**src/rtl/core/r2c_pkg.sv**
```systemverilog
// Package for the RGB to CMYK converter: field widths, color codes, constant-divide helpers.
package r2c_pkg;

    localparam int PIX_W    = 8;
    localparam int TENTHS_W = 4;
    localparam int PCT_W    = 7;
    localparam int NAME_W   = 4;

    // Codes for the eight pure named colors
    typedef enum logic [NAME_W-1:0] {
        CN_NONE    = 4'd0,
        CN_BLACK   = 4'd1,
        CN_WHITE   = 4'd2,
        CN_RED     = 4'd3,
        CN_GREEN   = 4'd4,
        CN_BLUE    = 4'd5,
        CN_CYAN    = 4'd6,
        CN_YELLOW  = 4'd7,
        CN_MAGENTA = 4'd8
    } t_color_name;

    // First estimate of x/255 for x < 2^15: floor(x*257/2^16), low by at most one
    function automatic logic [PCT_W-1:0] div255_est(input logic [14:0] x);
        logic [22:0] p;
        p = {8'd0, x} + ({8'd0, x} << 8);
        return p[22:16];
    endfunction

    // Correct the estimate: add one if the remainder still reaches 255
    function automatic logic [PCT_W-1:0] div255_fix(input logic [14:0] x,
                                                    input logic [PCT_W-1:0] q0);
        logic [14:0] qm;
        logic [14:0] rem;
        qm  = ({8'd0, q0} << 8) - {8'd0, q0};
        rem = x - qm;
        return q0 + PCT_W'(rem >= 15'd255);
    endfunction

endpackage

```
**src/rtl/core/r2c_if.sv**
```systemverilog
// Channel interfaces of the converter: pixel in, converted color out.
interface r2c_pix_if import r2c_pkg::*; ();
    logic             valid;
    logic             ready;
    logic [PIX_W-1:0] red;
    logic [PIX_W-1:0] green;
    logic [PIX_W-1:0] blue;

    modport source (output valid, output red, output green, output blue, input ready);
    modport sink   (input valid, input red, input green, input blue, output ready);
endinterface

interface r2c_res_if import r2c_pkg::*; ();
    logic                valid;
    logic                ready;
    logic [TENTHS_W-1:0] red_tenths;
    logic [TENTHS_W-1:0] green_tenths;
    logic [TENTHS_W-1:0] blue_tenths;
    logic [PCT_W-1:0]    red_percent;
    logic [PCT_W-1:0]    green_percent;
    logic [PCT_W-1:0]    blue_percent;
    logic [PCT_W-1:0]    cyan_percent;
    logic [PCT_W-1:0]    magenta_percent;
    logic [PCT_W-1:0]    yellow_percent;
    logic [PCT_W-1:0]    key_percent;
    logic [NAME_W-1:0]   color_name;

    modport source (output valid, output red_tenths, output green_tenths, output blue_tenths,
                    output red_percent, output green_percent, output blue_percent,
                    output cyan_percent, output magenta_percent, output yellow_percent,
                    output key_percent, output color_name, input ready);
    modport sink   (input valid, input red_tenths, input green_tenths, input blue_tenths,
                    input red_percent, input green_percent, input blue_percent,
                    input cyan_percent, input magenta_percent, input yellow_percent,
                    input key_percent, input color_name, output ready);
endinterface

```
**src/rtl/core/rgb_to_cmyk_converter.sv**
```systemverilog
// Top level of the RGB to CMYK converter: six-stage pipeline, one pixel per clock unless stalled.
//
// Converts one 8-bit RGB pixel into rounded tenths and floor percent per channel,
// CMYK ink percentages and a code for the eight pure colors. A new pixel is taken
// every clock while the pipeline can advance; each result passes through the six
// register stages (input, max/numerators, then four stages of the per-channel
// restoring divider for C/M/Y, two quotient bits each but the last, which holds one
// bit and is the output register). A stall on the output holds every stage that is
// full; empty stages still fill, so the input keeps taking pixels until the whole
// pipeline is occupied. Pure black gives C = M = Y = 0 and K = 100. No reset-time sweep,
// no state kept between pixels.
module rgb_to_cmyk_converter import r2c_pkg::*; (
    input  logic         i_clk,
    input  logic         i_rst_n,
    r2c_pix_if.sink      i_pix,
    r2c_res_if.source    o_res
);

    // Restoring division step: compare against den << sh, return {quotient bit, remainder}
    function automatic logic [16:0] ink_step(input logic [15:0] rem,
                                             input logic [8:0]  den,
                                             input int unsigned sh);
        logic [15:0] dsh;
        dsh = {7'd0, den} << sh;
        if (rem >= dsh) begin
            return {1'b1, rem - dsh};
        end
        return {1'b0, rem};
    endfunction

    // Stage valids and advance enables
    logic r_v0, r_v1, r_v2, r_v3, r_v4, r_v5;
    logic w_en0, w_en1, w_en2, w_en3, w_en4, w_en5;

    assign w_en5 = !r_v5 || o_res.ready;
    assign w_en4 = !r_v4 || w_en5;
    assign w_en3 = !r_v3 || w_en4;
    assign w_en2 = !r_v2 || w_en3;
    assign w_en1 = !r_v1 || w_en2;
    assign w_en0 = !r_v0 || w_en1;
    assign i_pix.ready = w_en0;

    always_ff @(posedge i_clk) begin
        if (!i_rst_n) begin
            r_v0 <= 1'b0;
            r_v1 <= 1'b0;
            r_v2 <= 1'b0;
            r_v3 <= 1'b0;
            r_v4 <= 1'b0;
            r_v5 <= 1'b0;
        end else begin
            if (w_en0) r_v0 <= i_pix.valid;
            if (w_en1) r_v1 <= r_v0;
            if (w_en2) r_v2 <= r_v1;
            if (w_en3) r_v3 <= r_v2;
            if (w_en4) r_v4 <= r_v3;
            if (w_en5) r_v5 <= r_v4;
        end
    end

    // Stage 0: input register
    logic [PIX_W-1:0] r_ch0 [3];

    always_ff @(posedge i_clk) begin
        if (w_en0) begin
            r_ch0[0] <= i_pix.red;
            r_ch0[1] <= i_pix.green;
            r_ch0[2] <= i_pix.blue;
        end
    end

    // Stage 1: max channel, numerators, color name
    logic [11:0]       r_tx1   [3];
    logic [14:0]       r_px1   [3];
    logic [15:0]       r_rem1  [3];
    logic [14:0]       r_kx1;
    logic [8:0]        r_den1;
    logic              r_mz1;
    t_color_name       r_name1;

    logic [11:0]       n_tx1   [3];
    logic [14:0]       n_px1   [3];
    logic [15:0]       n_rem1  [3];
    logic [14:0]       n_kx1;
    logic [PIX_W-1:0]  w_mx;
    logic [12:0]       w_t13   [3];
    logic [15:0]       w_k16;
    t_color_name       n_name1;

    always_comb begin
        w_mx = r_ch0[0];
        if (r_ch0[1] > w_mx) w_mx = r_ch0[1];
        if (r_ch0[2] > w_mx) w_mx = r_ch0[2];
        for (int i = 0; i < 3; i++) begin
            w_t13[i]  = 13'(r_ch0[i]) * 13'd20 + 13'd255;
            n_tx1[i]  = w_t13[i][12:1];
            n_px1[i]  = 15'(r_ch0[i]) * 15'd100;
            n_rem1[i] = 16'(w_mx - r_ch0[i]) * 16'd200 + 16'(w_mx);
        end
        w_k16 = 16'(8'd255 - w_mx) * 16'd200 + 16'd255;
        n_kx1 = w_k16[15:1];
        case ({r_ch0[0], r_ch0[1], r_ch0[2]})
            24'h000000: n_name1 = CN_BLACK;
            24'hFFFFFF: n_name1 = CN_WHITE;
            24'hFF0000: n_name1 = CN_RED;
            24'h00FF00: n_name1 = CN_GREEN;
            24'h0000FF: n_name1 = CN_BLUE;
            24'h00FFFF: n_name1 = CN_CYAN;
            24'hFFFF00: n_name1 = CN_YELLOW;
            24'hFF00FF: n_name1 = CN_MAGENTA;
            default:    n_name1 = CN_NONE;
        endcase
    end

    always_ff @(posedge i_clk) begin
        if (w_en1) begin
            r_tx1   <= n_tx1;
            r_px1   <= n_px1;
            r_rem1  <= n_rem1;
            r_kx1   <= n_kx1;
            r_den1  <= {w_mx, 1'b0};
            r_mz1   <= (w_mx == '0);
            r_name1 <= n_name1;
        end
    end

    // Stage 2: divide-by-255 estimates, ink quotient bits 6 and 5
    logic [14:0]       r_tx2  [3];
    logic [14:0]       r_px2  [3];
    logic [PCT_W-1:0]  r_tq2  [3];
    logic [PCT_W-1:0]  r_pq2  [3];
    logic [14:0]       r_kx2;
    logic [PCT_W-1:0]  r_kq2;
    logic [15:0]       r_rem2 [3];
    logic [PCT_W-1:0]  r_q2   [3];
    logic [8:0]        r_den2;
    logic              r_mz2;
    t_color_name       r_name2;

    logic [15:0]       n_rem2 [3];
    logic [PCT_W-1:0]  n_q2   [3];
    logic [16:0]       w_s2a  [3];
    logic [16:0]       w_s2b  [3];

    always_comb begin
        for (int i = 0; i < 3; i++) begin
            w_s2a[i]  = ink_step(r_rem1[i], r_den1, 6);
            w_s2b[i]  = ink_step(w_s2a[i][15:0], r_den1, 5);
            n_rem2[i] = w_s2b[i][15:0];
            n_q2[i]   = {w_s2a[i][16], w_s2b[i][16], 5'd0};
        end
    end

    always_ff @(posedge i_clk) begin
        if (w_en2) begin
            for (int i = 0; i < 3; i++) begin
                r_tx2[i] <= 15'(r_tx1[i]);
                r_px2[i] <= r_px1[i];
                r_tq2[i] <= div255_est(15'(r_tx1[i]));
                r_pq2[i] <= div255_est(r_px1[i]);
            end
            r_kx2   <= r_kx1;
            r_kq2   <= div255_est(r_kx1);
            r_rem2  <= n_rem2;
            r_q2    <= n_q2;
            r_den2  <= r_den1;
            r_mz2   <= r_mz1;
            r_name2 <= r_name1;
        end
    end

    // Stage 3: estimate corrections, ink quotient bits 4 and 3
    logic [TENTHS_W-1:0] r_ten3 [3];
    logic [PCT_W-1:0]    r_pct3 [3];
    logic [PCT_W-1:0]    r_key3;
    logic [15:0]         r_rem3 [3];
    logic [PCT_W-1:0]    r_q3   [3];
    logic [8:0]          r_den3;
    logic                r_mz3;
    t_color_name         r_name3;

    logic [PCT_W-1:0]    w_tfix [3];
    logic [15:0]         n_rem3 [3];
    logic [PCT_W-1:0]    n_q3   [3];
    logic [16:0]         w_s3a  [3];
    logic [16:0]         w_s3b  [3];

    always_comb begin
        for (int i = 0; i < 3; i++) begin
            w_tfix[i] = div255_fix(r_tx2[i], r_tq2[i]);
            w_s3a[i]  = ink_step(r_rem2[i], r_den2, 4);
            w_s3b[i]  = ink_step(w_s3a[i][15:0], r_den2, 3);
            n_rem3[i] = w_s3b[i][15:0];
            n_q3[i]   = r_q2[i] | {2'd0, w_s3a[i][16], w_s3b[i][16], 3'd0};
        end
    end

    always_ff @(posedge i_clk) begin
        if (w_en3) begin
            for (int i = 0; i < 3; i++) begin
                r_ten3[i] <= w_tfix[i][TENTHS_W-1:0];
                r_pct3[i] <= div255_fix(r_px2[i], r_pq2[i]);
            end
            r_key3  <= div255_fix(r_kx2, r_kq2);
            r_rem3  <= n_rem3;
            r_q3    <= n_q3;
            r_den3  <= r_den2;
            r_mz3   <= r_mz2;
            r_name3 <= r_name2;
        end
    end

    // Stage 4: ink quotient bits 2 and 1
    logic [TENTHS_W-1:0] r_ten4 [3];
    logic [PCT_W-1:0]    r_pct4 [3];
    logic [PCT_W-1:0]    r_key4;
    logic [15:0]         r_rem4 [3];
    logic [PCT_W-1:0]    r_q4   [3];
    logic [8:0]          r_den4;
    logic                r_mz4;
    t_color_name         r_name4;

    logic [15:0]         n_rem4 [3];
    logic [PCT_W-1:0]    n_q4   [3];
    logic [16:0]         w_s4a  [3];
    logic [16:0]         w_s4b  [3];

    always_comb begin
        for (int i = 0; i < 3; i++) begin
            w_s4a[i]  = ink_step(r_rem3[i], r_den3, 2);
            w_s4b[i]  = ink_step(w_s4a[i][15:0], r_den3, 1);
            n_rem4[i] = w_s4b[i][15:0];
            n_q4[i]   = r_q3[i] | {4'd0, w_s4a[i][16], w_s4b[i][16], 1'b0};
        end
    end

    always_ff @(posedge i_clk) begin
        if (w_en4) begin
            r_ten4  <= r_ten3;
            r_pct4  <= r_pct3;
            r_key4  <= r_key3;
            r_rem4  <= n_rem4;
            r_q4    <= n_q4;
            r_den4  <= r_den3;
            r_mz4   <= r_mz3;
            r_name4 <= r_name3;
        end
    end

    // Stage 5: last quotient bit, black override, output register
    logic [TENTHS_W-1:0] r_ten5 [3];
    logic [PCT_W-1:0]    r_pct5 [3];
    logic [PCT_W-1:0]    r_ink5 [3];
    logic [PCT_W-1:0]    r_key5;
    t_color_name         r_name5;

    logic [PCT_W-1:0]    n_ink5 [3];
    logic [16:0]         w_s5   [3];

    always_comb begin
        for (int i = 0; i < 3; i++) begin
            w_s5[i]   = ink_step(r_rem4[i], r_den4, 0);
            n_ink5[i] = r_mz4 ? '0 : (r_q4[i] | {6'd0, w_s5[i][16]});
        end
    end

    always_ff @(posedge i_clk) begin
        if (w_en5) begin
            r_ten5  <= r_ten4;
            r_pct5  <= r_pct4;
            r_ink5  <= n_ink5;
            r_key5  <= r_key4;
            r_name5 <= r_name4;
        end
    end

    // Output drive
    assign o_res.valid           = r_v5;
    assign o_res.red_tenths      = r_ten5[0];
    assign o_res.green_tenths    = r_ten5[1];
    assign o_res.blue_tenths     = r_ten5[2];
    assign o_res.red_percent     = r_pct5[0];
    assign o_res.green_percent   = r_pct5[1];
    assign o_res.blue_percent    = r_pct5[2];
    assign o_res.cyan_percent    = r_ink5[0];
    assign o_res.magenta_percent = r_ink5[1];
    assign o_res.yellow_percent  = r_ink5[2];
    assign o_res.key_percent     = r_key5;
    assign o_res.color_name      = r_name5;

endmodule

```
**src/flat_wrapper.sv**
```systemverilog
// flat-port wrapper written by rule: the top's interface ports become plain ports
module rgb_to_cmyk_converter_flat import r2c_pkg::*;
  (i_clk, i_rst_n, i_pix_valid, i_pix_red, i_pix_green, i_pix_blue, i_pix_ready, o_res_valid, o_res_red_tenths, o_res_green_tenths, o_res_blue_tenths, o_res_red_percent, o_res_green_percent, o_res_blue_percent, o_res_cyan_percent, o_res_magenta_percent, o_res_yellow_percent, o_res_key_percent, o_res_color_name, o_res_ready);
  r2c_pix_if i_pix_i ();
  r2c_res_if o_res_i ();
  input  logic i_clk;
  input  logic i_rst_n;
  input wire logic [$bits(i_pix_i.valid)-1:0] i_pix_valid;
  input wire logic [$bits(i_pix_i.red)-1:0] i_pix_red;
  input wire logic [$bits(i_pix_i.green)-1:0] i_pix_green;
  input wire logic [$bits(i_pix_i.blue)-1:0] i_pix_blue;
  output wire logic [$bits(i_pix_i.ready)-1:0] i_pix_ready;
  output wire logic [$bits(o_res_i.valid)-1:0] o_res_valid;
  output wire logic [$bits(o_res_i.red_tenths)-1:0] o_res_red_tenths;
  output wire logic [$bits(o_res_i.green_tenths)-1:0] o_res_green_tenths;
  output wire logic [$bits(o_res_i.blue_tenths)-1:0] o_res_blue_tenths;
  output wire logic [$bits(o_res_i.red_percent)-1:0] o_res_red_percent;
  output wire logic [$bits(o_res_i.green_percent)-1:0] o_res_green_percent;
  output wire logic [$bits(o_res_i.blue_percent)-1:0] o_res_blue_percent;
  output wire logic [$bits(o_res_i.cyan_percent)-1:0] o_res_cyan_percent;
  output wire logic [$bits(o_res_i.magenta_percent)-1:0] o_res_magenta_percent;
  output wire logic [$bits(o_res_i.yellow_percent)-1:0] o_res_yellow_percent;
  output wire logic [$bits(o_res_i.key_percent)-1:0] o_res_key_percent;
  output wire logic [$bits(o_res_i.color_name)-1:0] o_res_color_name;
  input wire logic [$bits(o_res_i.ready)-1:0] o_res_ready;
  assign i_pix_i.valid = i_pix_valid;
  assign i_pix_i.red = i_pix_red;
  assign i_pix_i.green = i_pix_green;
  assign i_pix_i.blue = i_pix_blue;
  assign i_pix_ready = i_pix_i.ready;
  assign o_res_valid = o_res_i.valid;
  assign o_res_red_tenths = o_res_i.red_tenths;
  assign o_res_green_tenths = o_res_i.green_tenths;
  assign o_res_blue_tenths = o_res_i.blue_tenths;
  assign o_res_red_percent = o_res_i.red_percent;
  assign o_res_green_percent = o_res_i.green_percent;
  assign o_res_blue_percent = o_res_i.blue_percent;
  assign o_res_cyan_percent = o_res_i.cyan_percent;
  assign o_res_magenta_percent = o_res_i.magenta_percent;
  assign o_res_yellow_percent = o_res_i.yellow_percent;
  assign o_res_key_percent = o_res_i.key_percent;
  assign o_res_color_name = o_res_i.color_name;
  assign o_res_i.ready = o_res_ready;
  rgb_to_cmyk_converter u_core (.i_clk(i_clk), .i_rst_n(i_rst_n), .i_pix(i_pix_i), .o_res(o_res_i));
endmodule
```
**config.mk**
```make
export PLATFORM = sky130hd
export DESIGN_NAME = rgb_to_cmyk_converter_flat
export DESIGN_NICKNAME = d
export VERILOG_FILES = /design/src/rtl/core/r2c_pkg.sv /design/src/rtl/core/r2c_if.sv /design/src/rtl/core/rgb_to_cmyk_converter.sv /design/src/flat_wrapper.sv
export SDC_FILE = /design/constraint.sdc
export NUM_CORES = 2
export LEC_CHECK = 0
export ABC_AREA = 1
export ABC_CLOCK_PERIOD_IN_PS = 27900
export BUFFER_PORTS_ARGS = -buffer_cell sky130_fd_sc_hd__buf_2
export CAP_MARGIN = 20
export CORE_MARGIN = 5
export CORE_UTILIZATION = 30
export DETAILED_ROUTE_END_ITERATION = 8
export GPL_ROUTABILITY_DRIVEN = 0
export GPL_TIMING_DRIVEN = 1
export PLACE_DENSITY = 0.45
export SYNTH_ARGS = -nofsm -noshare
export SYNTH_HDL_FRONTEND = slang
export SYNTH_SLANG_ARGS = --single-unit
```
**constraint.sdc**
```tcl
create_clock -name i_clk -period 27.9 [get_ports i_clk]
set_clock_uncertainty 0.05 [all_clocks]
set_input_delay 1.395 -clock i_clk [delete_from_list [all_inputs] [get_ports i_clk]]
set_output_delay 1.395 -clock i_clk [all_outputs]
set_load 0.03 [all_outputs]
```
# ---- Word level (Yosys, flattened, before mapping)
# Memories as Yosys holds them, arrays and structs flattened.
# Cells that the tools add are included.
dict set report word_totals {
  n_memories 5
  mem_bits_rw 135
  out_inout_bits 67
  elab_cells 281
  latchBits 0
  input_bits 28
  mem_bits_ro 0
  reg_bits 555
}
# name words width read_ports rd_ports_with_merged_regs write_ports line
set memory_table {}
lappend memory_table {u_core.r_px2 3 13 3 0 3 rgb_to_cmyk_converter.sv:129} ;# logic [14:0] r_px2 [3];
lappend memory_table {u_core.r_tx2 3 12 3 0 3 rgb_to_cmyk_converter.sv:128} ;# logic [14:0] r_tx2 [3];
lappend memory_table {u_core.r_ch0 3 8 3 0 3 rgb_to_cmyk_converter.sv:62} ;# logic [PIX_W-1:0] r_ch0 [3];
lappend memory_table {u_core.r_pq2 3 7 3 0 3 rgb_to_cmyk_converter.sv:131} ;# logic [PCT_W-1:0] r_pq2 [3];
lappend memory_table {u_core.r_tq2 3 5 3 0 3 rgb_to_cmyk_converter.sv:130} ;# logic [PCT_W-1:0] r_tq2 [3];
dict set report classes {
  add_sub_neg 60
  eq_ne 7
  multipliers 10
  muxes 70
  n_bitwise 9
  n_reduce_logical 14
  order_cmp 30
  shift 0
  n_div 0
}
# op count
set ops {}
lappend ops {{$mux 17} 36}
lappend ops {{$ge 15x8->1 const B} 7}
lappend ops {{$sub 15x15->15} 7}
lappend ops {{$sub 15x7->15} 7}
lappend ops {{$eq 24x24->1 const B} 4}
lappend ops {{$mux 16} 6}
lappend ops {{$add 15x23->23} 4}
lappend ops {{$mul 16x5->13 const B} 4}
lappend ops {{$add 12x20->21} 3}
lappend ops {{$add 16x8->16} 3}
lappend ops {{$eq 24x16->1 const B} 2}
lappend ops {{$ge 16x10->1} 3}
lappend ops {{$ge 16x11->1} 3}
lappend ops {{$ge 16x12->1} 3}
lappend ops {{$ge 16x13->1} 3}
lappend ops {{$ge 16x14->1} 3}
lappend ops {{$ge 16x15->1} 3}
lappend ops {{$ge 16x9->1} 3}
lappend ops {{$sub 16x10->16} 3}
lappend ops {{$sub 16x11->16} 3}
lappend ops {{$sub 16x12->16} 3}
lappend ops {{$sub 16x13->16} 3}
lappend ops {{$sub 16x14->16} 3}
lappend ops {{$sub 16x15->16} 3}
lappend ops {{21 further kinds} 78}

# ---- Longest topological paths before layout
dict set report depth {
  ltp_word 9
  mapped_depth 45
}

# ---- Worst setup path before layout
# OpenSTA, ideal clock, no wires.
dict set report synth_path {
  path_kind {in2reg}
  startpoint {in o_res_ready}
  endpoint {reg u_core.r_den1[4] (enable)}
  path_buffers 0
  setup_time_ns 0.488
  t_arrival_ns 14.137
  stages 10
  setup_slack_ns 13.226
  cell_sequence {nor2_1 inv_1 nor2_1 inv_1 nor2_1 inv_1 nor2_1 inv_1 nor2_1 inv_1}
}
dict set report synth_via {
  elab_chain_cells 5
}
# element line
set synth_lines {}
lappend synth_lines {{start: declaration} flat_wrapper.sv:25} ;# input wire logic [$bits(o_res_i.ready)-1:0] o_res_ready;
lappend synth_lines {{$logic_or 1x1->1} rgb_to_cmyk_converter.sv:35} ;# assign w_en5 = !r_v5 || o_res.ready;
lappend synth_lines {{net u_core.w_en5} rgb_to_cmyk_converter.sv:33} ;# logic w_en0, w_en1, w_en2, w_en3, w_en4, w_en5;
lappend synth_lines {{$logic_or 1x1->1} rgb_to_cmyk_converter.sv:36} ;# assign w_en4 = !r_v4 || w_en5;
lappend synth_lines {{net u_core.w_en4} rgb_to_cmyk_converter.sv:33}
lappend synth_lines {{$logic_or 1x1->1} rgb_to_cmyk_converter.sv:37} ;# assign w_en3 = !r_v3 || w_en4;
lappend synth_lines {{net u_core.w_en3} rgb_to_cmyk_converter.sv:33}
lappend synth_lines {{$logic_or 1x1->1} rgb_to_cmyk_converter.sv:38} ;# assign w_en2 = !r_v2 || w_en3;
lappend synth_lines {{net u_core.w_en2} rgb_to_cmyk_converter.sv:33}
lappend synth_lines {{$logic_or 1x1->1} rgb_to_cmyk_converter.sv:39} ;# assign w_en1 = !r_v1 || w_en2;
lappend synth_lines {{net u_core.w_en1} rgb_to_cmyk_converter.sv:33}
lappend synth_lines {{end signal: assignment} rgb_to_cmyk_converter.sv:121} ;# r_den1 <= {w_mx, 1'b0};
lappend synth_lines {{end: declaration} rgb_to_cmyk_converter.sv:77} ;# logic [8:0] r_den1;
# The timed path passes the listed nets, and every way through them passes these cells.
# A chain may end at the register's enable or synchronous reset.

==> impl_results.md <==
* Result of the run: finished, final reports clean
* Hold buffer count at CTS at 0
* Distinct cell type count of the synthesized netlist at 59
* Die outline width at between 400 and 500 µm
* Filler cells at 16,096
* Max incr delay on CP at approximately 550 ps
* Share of cells above drive strength 1 at 0.06420
* Layout overhead on the synthesized area at 12.07%
* Post-synthesis average cell area at ~9.2 µm²
* Portion of the post-synthesis area used by sequential elements at 0.4025
* Tightest Pin Transition at between 900 and 1000 ps
* GRT Resource Usage Total at 0.1380
* CP Launch Type: flop
* Starting density of the core at 0.3014
* Worst setup path category: flop to flop
* H-tree lvl count at 3
* Data required time at the worst endpoint at around 28,000 ps
* Top flip-flop cell by instance count after synthesis: edfxtp_1
* Final worst path period share at 0.2932
* TritonCTS clock tree: built
* Wire per inst at ~15 µm
* # Max-Cap Violations at 0
* Area share of the largest cell type after synthesis at 0.3999
* Placed instance count at a little over 7,000
* Source-to-sink clock delay at the later pin of the worst-skew pair at 690 ps
* Worst R2R Path Depth at 38
* Placeable core area at around 160,000 µm²
* Global Route met1 Usage at 0.1807
* Netlist area before placement at around 47,000 µm²
* Ranking of synthesized cells by area: edfxtp_1 40%, ha_1 18%, nand2_1 7.6%
* Routed Wire Length at about 110,000 µm
* Fraction of registers with async set/reset at 0
* Number of buffer and inverter stages on the critical path at 8
* Wire length of the first global-routing pass at 181,200 µm
* Total nets after synthesis at between 5,000 and 6,000
* Setup TNS after final layout at 0 ps
* Dpl hpwl at 88,050 µm
* Detailed router's first-iteration violation count at around 1,700
* Total overflow reported by the global router at 0
* Residual DRC count at 0
* Total number of clock tree sinks at around 630
* DR pass1 iterations at 5
* Family with the most delay on the worst path: adder cells
* Hold path cells at 0
* Rel. slew slack at 0.3302
* Vias per cell at around 4.5
* RSZ-0062 raised after global routing: no
* Total CTS buffers at 80
* Resized Gates After CTS at 0
* Number of global-route vias before repair at 33,722
* Maximum number of pins on one net before global-route repair at 74
* Pre-CTS WS at 19,700 ps
* Std cell rows at 145
* Seq. cell area at approximately 19,000 µm²
* Post-layout min period at between 8000 and 9000 ps
* Final hold viol count at 0
* Root Buffer Master: clkbuf_16
* Clock slew at reported path FFs at ~60 ps
* Slowest library cell on the worst path: edfxtp_1
* Fin cells at roughly 7,400
* Setup-failing EPs final at 0
* Worst min-delay path class: flop to flop
* Post-route worst setup slack at a little under 20,000 ps
* Vertical die dimension at around 410 µm
* Stages on worst setup path at 38
* Achievable frequency at around 0.12 GHz
* Full die area at approximately 160,000 µm²
* Seq cells post-synth at 633
* Number of enable-type register cells in the synthesized netlist at between 600 and 700
* Syn Inst Count at just over 5,000
* Maximum net fanout on the critical path at 16
* Clk buf depth at 3
* Largest area contributor in the synthesized netlist: edfxtp_1
* Highest-utilization routing layer at the global route stage: met2
* Worst setup EP type: flop
* Area used by multi-input combinational logic at roughly 25,000 µm²
* Yosys warns at 0
* Nets at around 6,000
* Number of nets still failing antenna checks after routing at 0
* Ports placed on the boundary at 95
* Total via count after detailed routing at ~33,000
* Met3 routing resource usage after global routing at 0.01972
* Buffers inserted during post-CTS setup optimization at 0
* Reg2Reg Setup Slack at approximately 20,000 ps
* Most repeated library cell on the critical path: nand2_1
* Number of buffers added on ports at 94
* Smallest hold slack at 359.7 ps
* Initial antenna violation count at 4
* Met2 track utilization from global routing at 0.2325
* Arrival time reported for the critical path endpoint at ~8500 ps
* Number of max-slew violations in the final report at 0
==> Yosys cell counts, types with 5 or more instances <==
library cell  count
a211oi_1         14
a21boi_0         11
a21o_1           33
a21oi_1         295
a31oi_1          26
buf_2             9
buf_6             8
clkbuf_1          5
dfxtp_1           6
edfxtp_1        627
fa_1             65
ha_1            673
inv_1           812
inv_2             6
nand2_1         958
nand2_2          13
nand2_4           5
nand3_1         256
nand3_2          18
nand3b_1         19
nand4_1          74
nor2_1          346
nor2_2            7
nor2_4            7
nor3_1           63
nor4_1           15
o211ai_1         14
o21a_1           15
o21ai_0         184
o21ai_1          21
o21ai_2          13
o21bai_1         23
o31ai_1           5
or2_2            23
xnor2_1         133
xor2_1          249
==> cells in the final DEF, fill, tap and decap left out, types with 7 or more instances in the layout <==
| cell | netlist | routed |
|---|---|---|
| a211oi_1 | 14 | 14 |
| a21boi_0 | 11 | 11 |
| a21o_1 | 33 | 33 |
| a21oi_1 | 295 | 295 |
| a31oi_1 | 26 | 26 |
| buf_2 | 9 | 94 |
| buf_4 | 3 | 15 |
| bufinv_16 | 0 | 9 |
| clkbuf_1 | 5 | 15 |
| clkbuf_16 | 0 | 80 |
| clkinv_1 | 0 | 12 |
| clkinv_2 | 0 | 9 |
| edfxtp_1 | 627 | 627 |
| fa_1 | 65 | 65 |
| ha_1 | 673 | 673 |
| inv_1 | 812 | 807 |
| inv_6 | 0 | 12 |
| nand2_1 | 958 | 958 |
| nand2_2 | 13 | 13 |
| nand3_1 | 256 | 256 |
| nand3_2 | 18 | 18 |
| nand3b_1 | 19 | 19 |
| nand4_1 | 74 | 74 |
| nor2_1 | 346 | 346 |
| nor2_2 | 7 | 7 |
| nor2_4 | 7 | 7 |
| nor3_1 | 63 | 63 |
| nor4_1 | 15 | 15 |
| o211ai_1 | 14 | 14 |
| o21a_1 | 15 | 15 |
| o21ai_0 | 184 | 179 |
| o21ai_1 | 21 | 26 |
| o21ai_2 | 13 | 13 |
| o21bai_1 | 23 | 23 |
| or2_2 | 23 | 23 |
| xnor2_1 | 133 | 133 |
| xor2_1 | 249 | 249 |
==> registers in the layout, summed over array words and instances (netlist names), 15 cells and up <==
signal / flops
u_core.r_pq2: 21
u_core.r_ch0: 24
u_core.r_pct3: 21
u_core.r_rem2: 42
u_core.r_rem1: 42
u_core.r_tx1: 33
u_core.r_rem3: 42
u_core.r_rem4: 44
u_core.r_tq2: 15
u_core.r_pct4: 21
u_core.r_px2: 39
u_core.r_q4: 18
u_core.r_px1: 39
u_core.r_tx2: 33
==> cell families (layout without fill, tap and decap cells) <==
family / Yosys count / after routing / synth area share
AND/OR/NAND/NOR: 1823 / 1823 / 0.1690
buffers and inverters: 845 / 1076 / 0.06939
adder cells (fa/ha/maj): 738 / 738 / 0.2065
AO/OA/AOI/OAI: 674 / 674 / 0.08130
flip-flops: 633 / 633 / 0.4025
XOR/XNOR: 382 / 382 / 0.07106
multiplexers: 1 / 1 / 0.0002392
other: 0 / 2 / 0
==> stage by stage <==
step	cell area [µm²]	util
CTS	52760	0.3377
global placement	50070	0.3206
floorplan	47080	-
global route	52760	0.3377
detailed placement	50070	0.3206
finish	52760	0.3378
==> cell type report <==
type | count | area share
Sequential cell | 633 | 0.3591
Antenna cell | 2 | 0.00009485
Inverter | 819 | 0.05879
Clock inverter | 53 | 0.01188
Timing Repair Buffer | 109 | 0.01105
Tap cell | 2058 | 0.04880
Clock buffer | 95 | 0.03901
Multi-Input combinational cell | 3618 | 0.4713
==> per-layer routing <==
| metal | share of wire | vias to the layer above |
|---|---|---|
| li1 | - | 17573 |
| met1 | 0.48 | 15325 |
| met2 | 0.46 | 409 |
| met3 | 0.028 | 167 |
| met4 | 0.036 | 2 |
| met5 | 0.00012 | - |
==> final timing paths <==
| check | from | end |
|---|---|---|
| setup / recovery | u_core.r_ch0[0][8] | u_core.r_rem1[47] |
| hold / removal | u_core.r_q3[19] | u_core.r_q4[19] |
| setup reg to reg | u_core.r_ch0[0][8] | u_core.r_rem1[47] |
| hold reg to reg | u_core.r_q3[19] | u_core.r_q4[19] |
Power is not shown: default switching activity piles up to over one toggle a cycle in this logic, so the estimate is an artifact.
